## src/rtl/bsnw_pkg.sv

```systemverilog
// bsnw_pkg: shared types, codes and spline coefficient tables for the
// b-spline node weight/gradient core. no dependencies.
`default_nettype none
package bsnw_pkg;

  localparam int DEF_INDEX_BITS = 10;
  localparam int DEF_FRAC_BITS  = 16;

  typedef enum logic [2:0] {
    CFG_LOW_X  = 3'd0,
    CFG_HIGH_X = 3'd1,
    CFG_LOW_Y  = 3'd2,
    CFG_HIGH_Y = 3'd3,
    CFG_LOW_Z  = 3'd4,
    CFG_HIGH_Z = 3'd5
  } cfg_idx_t;

  typedef enum logic [3:0] {
    ST_IDLE,
    ST_CHECK,
    ST_NODE,
    ST_MUL,
    ST_ADD,
    ST_DIV1,
    ST_DIV2,
    ST_EMIT,
    ST_REJECT,
    ST_DRAIN
  } state_t;

  // spline pieces: interior, near boundary, boundary
  localparam logic [3:0] PC_INT0 = 4'd0;
  localparam logic [3:0] PC_INT1 = 4'd1;
  localparam logic [3:0] PC_INT2 = 4'd2;
  localparam logic [3:0] PC_INT3 = 4'd3;
  localparam logic [3:0] PC_NB0  = 4'd4;
  localparam logic [3:0] PC_NB1  = 4'd5;
  localparam logic [3:0] PC_NB2  = 4'd6;
  localparam logic [3:0] PC_BD0  = 4'd7;
  localparam logic [3:0] PC_BD1  = 4'd8;

  typedef logic signed [3:0][7:0] coef_row_t;

  typedef struct packed {
    logic       load;
    logic       node_init;
    logic       mul;
    logic       add;
    logic       div1;
    logic       div2;
    logic       emit;
    logic       reject;
    logic       last;
    logic [1:0] axis;
    logic [1:0] n;
    logic [1:0] step;
    logic [1:0] i;
    logic [1:0] j;
    logic [1:0] k;
  } cmd_t;

  typedef struct packed {
    logic            oor;
    logic [2:0][2:0] cnt;
    logic            pipe_busy;
  } status_t;

  // 12 * weight polynomial, highest power in row[3]
  function automatic coef_row_t poly_w(input logic [3:0] p);
    coef_row_t r;
    case (p)
      PC_INT0: r = {8'sd2, 8'sd12, 8'sd24, 8'sd16};
      PC_INT1: r = {-8'sd6, -8'sd12, 8'sd0, 8'sd8};
      PC_INT2: r = {8'sd6, -8'sd12, 8'sd0, 8'sd8};
      PC_INT3: r = {-8'sd2, 8'sd12, -8'sd24, 8'sd16};
      PC_NB0:  r = {-8'sd11, -8'sd15, 8'sd3, 8'sd7};
      PC_NB1:  r = {8'sd7, -8'sd15, 8'sd3, 8'sd7};
      PC_NB2:  r = {-8'sd2, 8'sd12, -8'sd24, 8'sd16};
      PC_BD0:  r = {8'sd9, -8'sd18, 8'sd0, 8'sd12};
      PC_BD1:  r = {-8'sd3, 8'sd18, -8'sd36, 8'sd24};
      default: r = '0;
    endcase
    return r;
  endfunction

  // 12 * gradient polynomial
  function automatic coef_row_t poly_g(input logic [3:0] p);
    coef_row_t r;
    case (p)
      PC_INT0: r = {8'sd0, 8'sd6, 8'sd24, 8'sd24};
      PC_INT1: r = {8'sd0, -8'sd18, -8'sd24, 8'sd0};
      PC_INT2: r = {8'sd0, 8'sd18, -8'sd24, 8'sd0};
      PC_INT3: r = {8'sd0, -8'sd6, 8'sd24, -8'sd24};
      PC_NB0:  r = {8'sd0, -8'sd33, -8'sd30, 8'sd3};
      PC_NB1:  r = {8'sd0, 8'sd21, -8'sd30, 8'sd3};
      PC_NB2:  r = {8'sd0, -8'sd6, 8'sd24, -8'sd24};
      PC_BD0:  r = {8'sd0, 8'sd27, -8'sd36, 8'sd0};
      PC_BD1:  r = {8'sd0, -8'sd9, 8'sd36, -8'sd36};
      default: r = '0;
    endcase
    return r;
  endfunction

endpackage
`default_nettype wire

```

## src/rtl/bsnw_ctrl.sv

```systemverilog
// bsnw_ctrl: sequencer for node evaluation and result emission.
// depends on bsnw_pkg.
`default_nettype none
module bsnw_ctrl import bsnw_pkg::*; (
  input  wire logic    clk,
  input  wire logic    rst_n,
  input  wire logic    start,
  output logic         busy,
  input  wire status_t status,
  output cmd_t         cmd
);

  state_t     state_r, state_nxt;
  logic [1:0] axis_r, axis_nxt, n_r, n_nxt, step_r, step_nxt;
  logic [1:0] i_r, i_nxt, j_r, j_nxt, k_r, k_nxt;
  logic [2:0] cnt_a, cx, cy, cz;
  logic       last;

  assign cx = status.cnt[0];
  assign cy = status.cnt[1];
  assign cz = status.cnt[2];

  always_comb begin
    case (axis_r)
      2'd0:    cnt_a = cx;
      2'd1:    cnt_a = cy;
      default: cnt_a = cz;
    endcase
  end

  assign last = ({1'b0, i_r} == cx - 3'd1) && ({1'b0, j_r} == cy - 3'd1) &&
                ({1'b0, k_r} == cz - 3'd1);
  assign busy = (state_r != ST_IDLE);

  always_comb begin
    state_nxt = state_r;
    case (state_r)
      ST_IDLE:   if (start) state_nxt = ST_CHECK;
      ST_CHECK:  state_nxt = status.oor ? ST_REJECT : ST_NODE;
      ST_NODE:   state_nxt = ST_MUL;
      ST_MUL:    state_nxt = ST_ADD;
      ST_ADD:    state_nxt = (step_r == 2'd2) ? ST_DIV1 : ST_MUL;
      ST_DIV1:   state_nxt = ST_DIV2;
      ST_DIV2: begin
        if ({1'b0, n_r} + 3'd1 == cnt_a && axis_r == 2'd2) state_nxt = ST_EMIT;
        else state_nxt = ST_NODE;
      end
      ST_EMIT:   if (last) state_nxt = ST_DRAIN;
      ST_REJECT: state_nxt = ST_DRAIN;
      ST_DRAIN:  if (!status.pipe_busy) state_nxt = ST_IDLE;
      default:   state_nxt = ST_IDLE;
    endcase
  end

  always_comb begin
    axis_nxt = axis_r;
    n_nxt    = n_r;
    step_nxt = step_r;
    i_nxt    = i_r;
    j_nxt    = j_r;
    k_nxt    = k_r;
    case (state_r)
      ST_CHECK: begin
        axis_nxt = 2'd0;
        n_nxt    = 2'd0;
        i_nxt    = 2'd0;
        j_nxt    = 2'd0;
        k_nxt    = 2'd0;
      end
      ST_NODE: step_nxt = 2'd0;
      ST_ADD:  step_nxt = step_r + 2'd1;
      ST_DIV2: begin
        if ({1'b0, n_r} + 3'd1 == cnt_a) begin
          n_nxt    = 2'd0;
          axis_nxt = axis_r + 2'd1;
        end else begin
          n_nxt = n_r + 2'd1;
        end
      end
      ST_EMIT: begin
        if ({1'b0, k_r} + 3'd1 == cz) begin
          k_nxt = 2'd0;
          if ({1'b0, j_r} + 3'd1 == cy) begin
            j_nxt = 2'd0;
            i_nxt = i_r + 2'd1;
          end else begin
            j_nxt = j_r + 2'd1;
          end
        end else begin
          k_nxt = k_r + 2'd1;
        end
      end
      default: ;
    endcase
  end

  always_comb begin
    cmd           = '0;
    cmd.axis      = axis_r;
    cmd.n         = n_r;
    cmd.step      = step_r;
    cmd.i         = i_r;
    cmd.j         = j_r;
    cmd.k         = k_r;
    cmd.last      = last;
    case (state_r)
      ST_IDLE:   cmd.load = start;
      ST_NODE:   cmd.node_init = 1'b1;
      ST_MUL:    cmd.mul = 1'b1;
      ST_ADD:    cmd.add = 1'b1;
      ST_DIV1:   cmd.div1 = 1'b1;
      ST_DIV2:   cmd.div2 = 1'b1;
      ST_EMIT:   cmd.emit = 1'b1;
      ST_REJECT: begin
        cmd.emit   = 1'b1;
        cmd.reject = 1'b1;
        cmd.last   = 1'b1;
      end
      default: ;
    endcase
  end

  always_ff @(posedge clk) begin
    if (!rst_n) begin
      state_r <= ST_IDLE;
      axis_r  <= '0;
      n_r     <= '0;
      step_r  <= '0;
      i_r     <= '0;
      j_r     <= '0;
      k_r     <= '0;
    end else begin
      state_r <= state_nxt;
      axis_r  <= axis_nxt;
      n_r     <= n_nxt;
      step_r  <= step_nxt;
      i_r     <= i_nxt;
      j_r     <= j_nxt;
      k_r     <= k_nxt;
    end
  end

endmodule
`default_nettype wire

```

## config.mk

```make
export PLATFORM = sky130hd
export DESIGN_NAME = bsnw_ctrl
export DESIGN_NICKNAME = d
export VERILOG_FILES = /design/src/rtl/bsnw_pkg.sv /design/src/rtl/bsnw_ctrl.sv
export SDC_FILE = /design/constraint.sdc
export NUM_CORES = 1
export LEC_CHECK = 0
export ABC_AREA = 1
export BUFFER_PORTS_ARGS = -buffer_cell sky130_fd_sc_hd__buf_2
export CAP_MARGIN = 10
export CORE_MARGIN = 5
export CORE_UTILIZATION = 29
export CTS_CLUSTER_DIAMETER = 50
export DETAILED_ROUTE_END_ITERATION = 8
export PLACE_DENSITY = 0.54
export SETUP_SLACK_MARGIN = 0.05
export SLEW_MARGIN = 10
export SYNTH_ARGS = -nofsm -noshare
export SYNTH_HDL_FRONTEND = slang
export SYNTH_SLANG_ARGS = --single-unit
```

## constraint.sdc

```tcl
create_clock -name clk -period 4.1 [get_ports clk]
set_input_delay 0.41 -clock clk [delete_from_list [all_inputs] [get_ports clk]]
set_output_delay 0.41 -clock clk [all_outputs]
set_load 0.05 [all_outputs]
```

==> impl_metrics.csv, run 1 <==
group,metric,value,unit
run_status,status,"completed",
cts,cts_resized,0,
final_layout,area_growth,22.1,%
logic_synthesis,syn_inst,193,
global_route,antenna_found_initial,0,
setup_path,rr_endpoint,"state_r[0]$_SDFFE_PN0P_",
timing,rsz0062_at_grt,"no",
detailed_routing,postRouteAntennaNets,0,
logic_synthesis,synth_nets,217,
setup_path,end_kind,"primary output",
placement,io_buffers,35,
floorplanning,core-area,4380,sq um
placement,placed_cell_area,1550,sq um
timing,tightest_slew,0.397,ns
setup_path,arrival,1.68,ns
setup_path,critPathLaunchType,"input port",
logic_synthesis,synth_cell_types,30,
global_route,grt_pass1_vias,1261,
power,vdd_drop_max,0.000347,V
cts,htreeDepth,1,
cts,post_cts_buffers,0,
floorplanning,chipHeight,77.4,microns
floorplanning,die_area,5990,sq um
final_layout,drive_gt1_frac,0.255,
final_layout,diodes,0,
cts,cts_tree,"done",
cts,cts.path.max_buffers,2,
logic_synthesis,avgSynthCellArea,6.83,sq um
logic_synthesis,yosys-top-cells-area,"dfxtp_1 24%, nand2_1 11%, ha_1 9.5%",
floorplanning,ios,36,
power,p_sw_frac,0.457,
timing,setup_tns,0,ns
setup_path,crit_required,3.69,ns
power,power.density,392,nW/um^2
detailed_routing,num_vias,1281,
cts,worstSkewPairLatency,0.25,ns
setup_path,rr_worst_depth,11,
logic_synthesis,yosys_warnings,0,
logic_synthesis,netlist.area_leader.share,0.243,
final_layout,fin_nets,256,
detailed_routing,routedWlPerCell,11.4,microns
final_layout,final_cell_mix,"40 x nand2_1, 35 x buf_2, 32 x inv_1, 16 x nand3_1, 16 x dfxtp_1",
cts,cts_buffers,3,
placement,dp_hpwl,2690,microns
power,power_frac_clock,0.228,
logic_synthesis,syn_area,1320,sq um
floorplanning,die_x,77.4,microns
timing,slew_headroom,0.735,
placement,place_congestion,0.822,
global_route,grt_max_degree,12,
global_route,track_usage,0.110,
detailed_routing,first_pass_iters,4,
power,power_frac_seq,0.297,
setup_path,worst-path-max-fanout,4,
logic_synthesis,ys_seq_elements,16,
detailed_routing,drt-total-wl,3240,microns
final_layout,fill_cells,486,
setup_path,path_class,"in2out",
final_layout,multi_input_area,858,sq um
setup_path,regToRegStartpoint,"axis_r[0]$_SDFFE_PN0P_",
logic_synthesis,synth_top_cell_by_area,"dfxtp_1",
cts,clk_pin_slew,0.07,ns
final_layout,ff_latch_area,320,sq um
detailed_routing,drc,0,
timing,period_share,0.510,
setup_path,cp_slowest_cell,"ha_1",
final_layout,stdcell_area,1610,sq um
power,pwr-share-comb,0.475,
worst_hold_path,hold_path.class,"in2reg",
cts,root_buffer,"clkbuf_8",
power,power_switching,0.288,mW
logic_synthesis,seq_area_frac_synth,0.243,
worst_hold_path,min_to,"state_r[2]$_SDFFE_PN0P_",
timing,setup_violations,0,
power,power.leakage,0.867,nW
timing,maxSlewViolCount,0,
cts,hold_buffers,0,
setup_path,critPathMaxStageDelay,0.29,ns
timing,finClkSkew,0.00677,ns
worst_hold_path,hold_start,"rst_n",
setup_path,path_cells,"buf_2 > inv_1 > ha_1 > xnor2_1 > nor3_1 > nand2_1 > nand2_1 > buf_2",
final_layout,layout_commonest_cell,"nand2_1",
detailed_routing,drt-vias-per-instance,4.53,
detailed_routing,drt_iter0_markers,72,
floorplanning,start_util,0.301,
cts,cts.sinks,16,
floorplanning,fp-row-count,24,
global_route,grt_overflow,0,
timing,max_freq,478,MHz
power,intPower,0.342,mW
worst_hold_path,holdPathStages,3,
setup_path,r2r_slack,2.30,ns
timing,hold_violations,0,
global_route,grt_pass1_wl,5550,microns
timing,min_period,2.09,ns
flow_run,cap_viol_max_count,0,
==> critical path, delay by kind of cell <==
family | cells | cell delay [ns]
buf+inv | 3 | 0.41
xor+xnor | 1 | 0.13
fa+ha+maj | 1 | 0.29
simple gates | 3 | 0.45
==> synthesized netlist by cell type <==
master	instances
a211oi_1	3
a21boi_1	1
a21oi_1	13
a21oi_2	1
a31oi_1	1
a41oi_1	1
clkbuf_1	1
dfxtp_1	16
ha_1	10
inv_1	32
inv_2	4
nand2_1	40
nand2_2	3
nand2_4	4
nand3_1	16
nand3_2	1
nand4_1	2
nor2_1	14
nor2_2	2
nor2_4	3
nor2_8	1
nor3_1	2
o211a_1	1
o211ai_1	1
o21ai_0	3
o21ai_1	2
or2_0	1
or2_2	1
xnor2_1	7
xor2_1	6
==> state kept, by name (all words and copies together) (netlist names) <==
register  cells
i_r           2
n_r           2
j_r           2
step_r        2
k_r           2
state_r       4
axis_r        2
==> metrics by stage <==
stage	util	power (mW)	setup slack, ns	hold WS, ns	instances
finish	0.367	0.631	2.01	0.464	283
detailed placement	0.354	0.491	2.01	0.470	279
global placement	0.354	0.492	2.03	0.468	279
CTS	0.367	0.635	2.01	0.465	283
floorplan	-	0.430	1.93	0.508	193
global route	0.367	0.672	1.87	0.474	283
==> worst max-delay path by stage <==
stage	from	to
finish	status[1]	cmd[12]
global route	status[8]	cmd[12]
CTS	status[1]	cmd[12]
detailed placement	status[1]	cmd[12]
global placement	status[7]	cmd[12]
floorplan	state_r[3]$_SDFFE_PN0P_	cmd[20]
==> cell type report <==
| class | count | area share |
|---|---|---|
| timing repair buffer | 35 | 0.109 |
| multi-input combinational | 140 | 0.533 |
| tap | 52 | 0.0404 |
| sequential | 16 | 0.199 |
| inverter | 36 | 0.0840 |
| clock buffer | 4 | 0.0342 |
==> metal layers <==
layer | GRT usage | vias up | share of wire
met4 | 0.0258 | 0 | 0.0090
met1 | 0.152 | 553 | 0.52
met5 | 0 | - | 0
li1 | - | 692 | -
met2 | 0.173 | 32 | 0.42
met3 | 0.0255 | 4 | 0.053
==> cell families (layout without fill, tap and decap cells) <==
group,after synthesis,in the layout,share of synthesized area
simple gates,90,90,0.348
flops,16,16,0.243
compound gates,27,27,0.123
buf+inv,37,75,0.105
fa+ha+maj,10,10,0.0950
xor+xnor,13,13,0.0864
==> power by group through the flow <==
| stage | sequential (mW) | clock, mW | combinational [mW] |
|---|---|---|---|
| floorplan | 0.207 | 0 | 0.223 |
| global placement | 0.191 | 0 | 0.301 |
| detailed placement | 0.191 | 0 | 0.301 |
| CTS | 0.188 | 0.146 | 0.301 |
| global route | 0.190 | 0.153 | 0.329 |
| finish | 0.188 | 0.144 | 0.300 |
Power figures use the tool's default switching activity.
==> run 2, diff against run 1 <==
==> constraint.sdc (replaced) <==
create_clock -name clk -period 2.05 [get_ports clk]
set_input_delay 0.205 -clock clk [delete_from_list [all_inputs] [get_ports clk]]
set_output_delay 0.205 -clock clk [all_outputs]
set_load 0.05 [all_outputs]
==> run 2 against run 1 <==
Effect of this change: critical path depth shrank 2; core utilization grew 0.086 points; cell count is the same; sequential share of layout area is essentially flat; total power grew 100%; sequential cell count is the same; non-clock buffer count is the same; first-iteration DRC count shrank 46%; via count grew 0.70%; critical endpoint unchanged; largest cell class unchanged; largest power group unchanged.
==> impl_metrics.csv, run 2 (synthesis results as in run 1) <==
group,metric,value,unit
global_route,grt_max_degree,12,
cts,worstSkewPairLatency,0.25,ns
timing,slew_headroom,0.738,
cts,root_buffer,"clkbuf_8",
power,power.leakage,0.868,nW
setup_path,crit_required,1.85,ns
run_status,status,"completed",
setup_path,end_kind,"primary output",
setup_path,arrival,1.57,ns
final_layout,area_growth,22.4,%
timing,holdWs,0.270,ns
floorplanning,chipHeight,77.4,microns
final_layout,drive_gt1_frac,0.264,
timing,setup_tns,0,ns
detailed_routing,first_pass_iters,4,
final_layout,final_cell_mix,"40 x nand2_1, 35 x buf_2, 32 x inv_1, 16 x nand3_1, 15 x dfxtp_1",
cts,clk_pin_slew,0.07,ns
final_layout,top_register,"state_r",
setup_path,r2r_slack,0.30,ns
floorplanning,ios,36,
placement,place_congestion,0.854,
detailed_routing,drt_iter0_markers,39,
timing,rsz0062_at_grt,"no",
setup_path,worst-path-max-fanout,5,
global_route,grt_pass1_vias,1311,
placement,io_buffers,35,
timing,period_share,0.865,
setup_path,path_class,"reg2out",
setup_path,path_cells,"xor2_1 > nand3_1 > nor2_1 > nand2_1 > nand2_1 > buf_2",
final_layout,layout_commonest_cell,"nand2_1",
timing,tightest_slew,0.393,ns
cts,htreeDepth,1,
global_route,track_usage,0.118,
final_layout,diodes,0,
placement,place_ws,0.228,ns
cts,cts_buffers,3,
floorplanning,core-area,4380,sq um
timing,min_period,1.77,ns
floorplanning,start_util,0.301,
detailed_routing,drt-vias-per-instance,4.56,
cts,cts_tree,"done",
setup_path,cp.buffers_inverters,1,
flow_run,cap_viol_max_count,0,
setup_path,cpLargestDelayFamily,"simple AND/OR/NAND/NOR gates",
global_route,antenna_found_initial,0,
cts,cts.sinks,16,
setup_path,cp_common_cell,"nand2_1",
detailed_routing,num_vias,1290,
timing,maxSlewViolCount,0,
power,power.density,783,nW/um^2
cts,cts.path.max_buffers,2,
global_route,grt_overflow,0,
final_layout,largest_reg_flops,4,
final_layout,fin_nets,256,
setup_path,critPathLaunchType,"flop",
floorplanning,die_area,5990,sq um
timing,hold_violations,0,
detailed_routing,drt-total-wl,3380,microns
floorplanning,die_x,77.4,microns
timing,finClkSkew,0.000987,ns
setup_path,cp_slowest_cell,"dfxtp_1",
setup_path,critPathMaxStageDelay,0.42,ns
final_layout,fin_util,0.368,
cts,hold_buffers,0,
power,vdd_drop_max,0.000375,V
detailed_routing,routedWlPerCell,12.0,microns
detailed_routing,postRouteAntennaNets,0,
timing,fin_ws,0.277,ns
timing,max_freq,564,MHz
placement,dp_hpwl,2840,microns
timing,setup_violations,0,
detailed_routing,drc,0,
global_route,grt_pass1_wl,5960,microns
floorplanning,fp-row-count,24,
worst_hold_path,hold_path.class,"in2reg",
[run 2: cell types whose count changed in the layout (fill, tap and decap cells not counted)]
cell / delta
dfxtp_1: -1
dfxtp_2: +1
nor2_1: -1
nor2_2: +1
[run 2: worst paths after layout]
kind	startpoint	endpoint	cells after the start
setup / recovery	j_r[0]$_SDFFE_PN0P_	cmd[12]	6
hold / removal	rst_n	state_r[2]$_SDFFE_PN0P_	3
setup reg to reg	axis_r[0]$_SDFFE_PN0P_	state_r[0]$_SDFFE_PN0P_	11
hold reg to reg	step_r[0]$_SDFFE_PN0P_	step_r[0]$_SDFFE_PN0P_	1
[run 2: power by group]
part           leakage (nW)  internal [mW]  switching [mW]
logic                 0.710          0.176           0.425
clock network        0.0288          0.170           0.114
registers             0.130          0.339          0.0381
[run 2: cell type report]
class / instances / area, sq um
multi-input cells: 140 / 861
well taps: 52 / 65.1
fillers: 488 / 2770
clock buffers: 4 / 55.1
repair buffers: 35 / 175
inverters: 36 / 135
flip-flops and latches: 16 / 322
[run 2: repair_timing]
item	4_1_cts	5_1_grt
gates resized for setup	0	2
endpoints found under the setup margin	0	4
endpoints found under the hold margin	0	0
buffers inserted	0	0
[run 2: layer usage]
| layer | track usage | vias to the layer above | part of all wire |
|---|---|---|---|
| met5 | 0 | - | 0 |
| met4 | 0.0309 | 0 | 0.0038 |
| met3 | 0.0243 | 2 | 0.051 |
| met2 | 0.191 | 30 | 0.44 |
| met1 | 0.159 | 571 | 0.51 |
| li1 | - | 687 | - |
[run 2: worst register-to-register path, delay by kind of cell, from the launching register on]
kind / cells / cell delay [ns]
simple gates: 8 / 0.90
buf+inv: 1 / 0.08
flops: 1 / 0.36
fa+ha+maj: 1 / 0.26
compound gates: 1 / 0.10
[run 2: per-stage QoR]
step           cells  area [sq um]  power, mW
6_report         283          1610       1.26
2_1_floorplan    193          1320      0.861
5_1_grt          283          1610       1.36
3_3_place_gp     279          1550      0.987
4_1_cts          283          1610       1.28
3_5_place_dp     279          1550      0.987
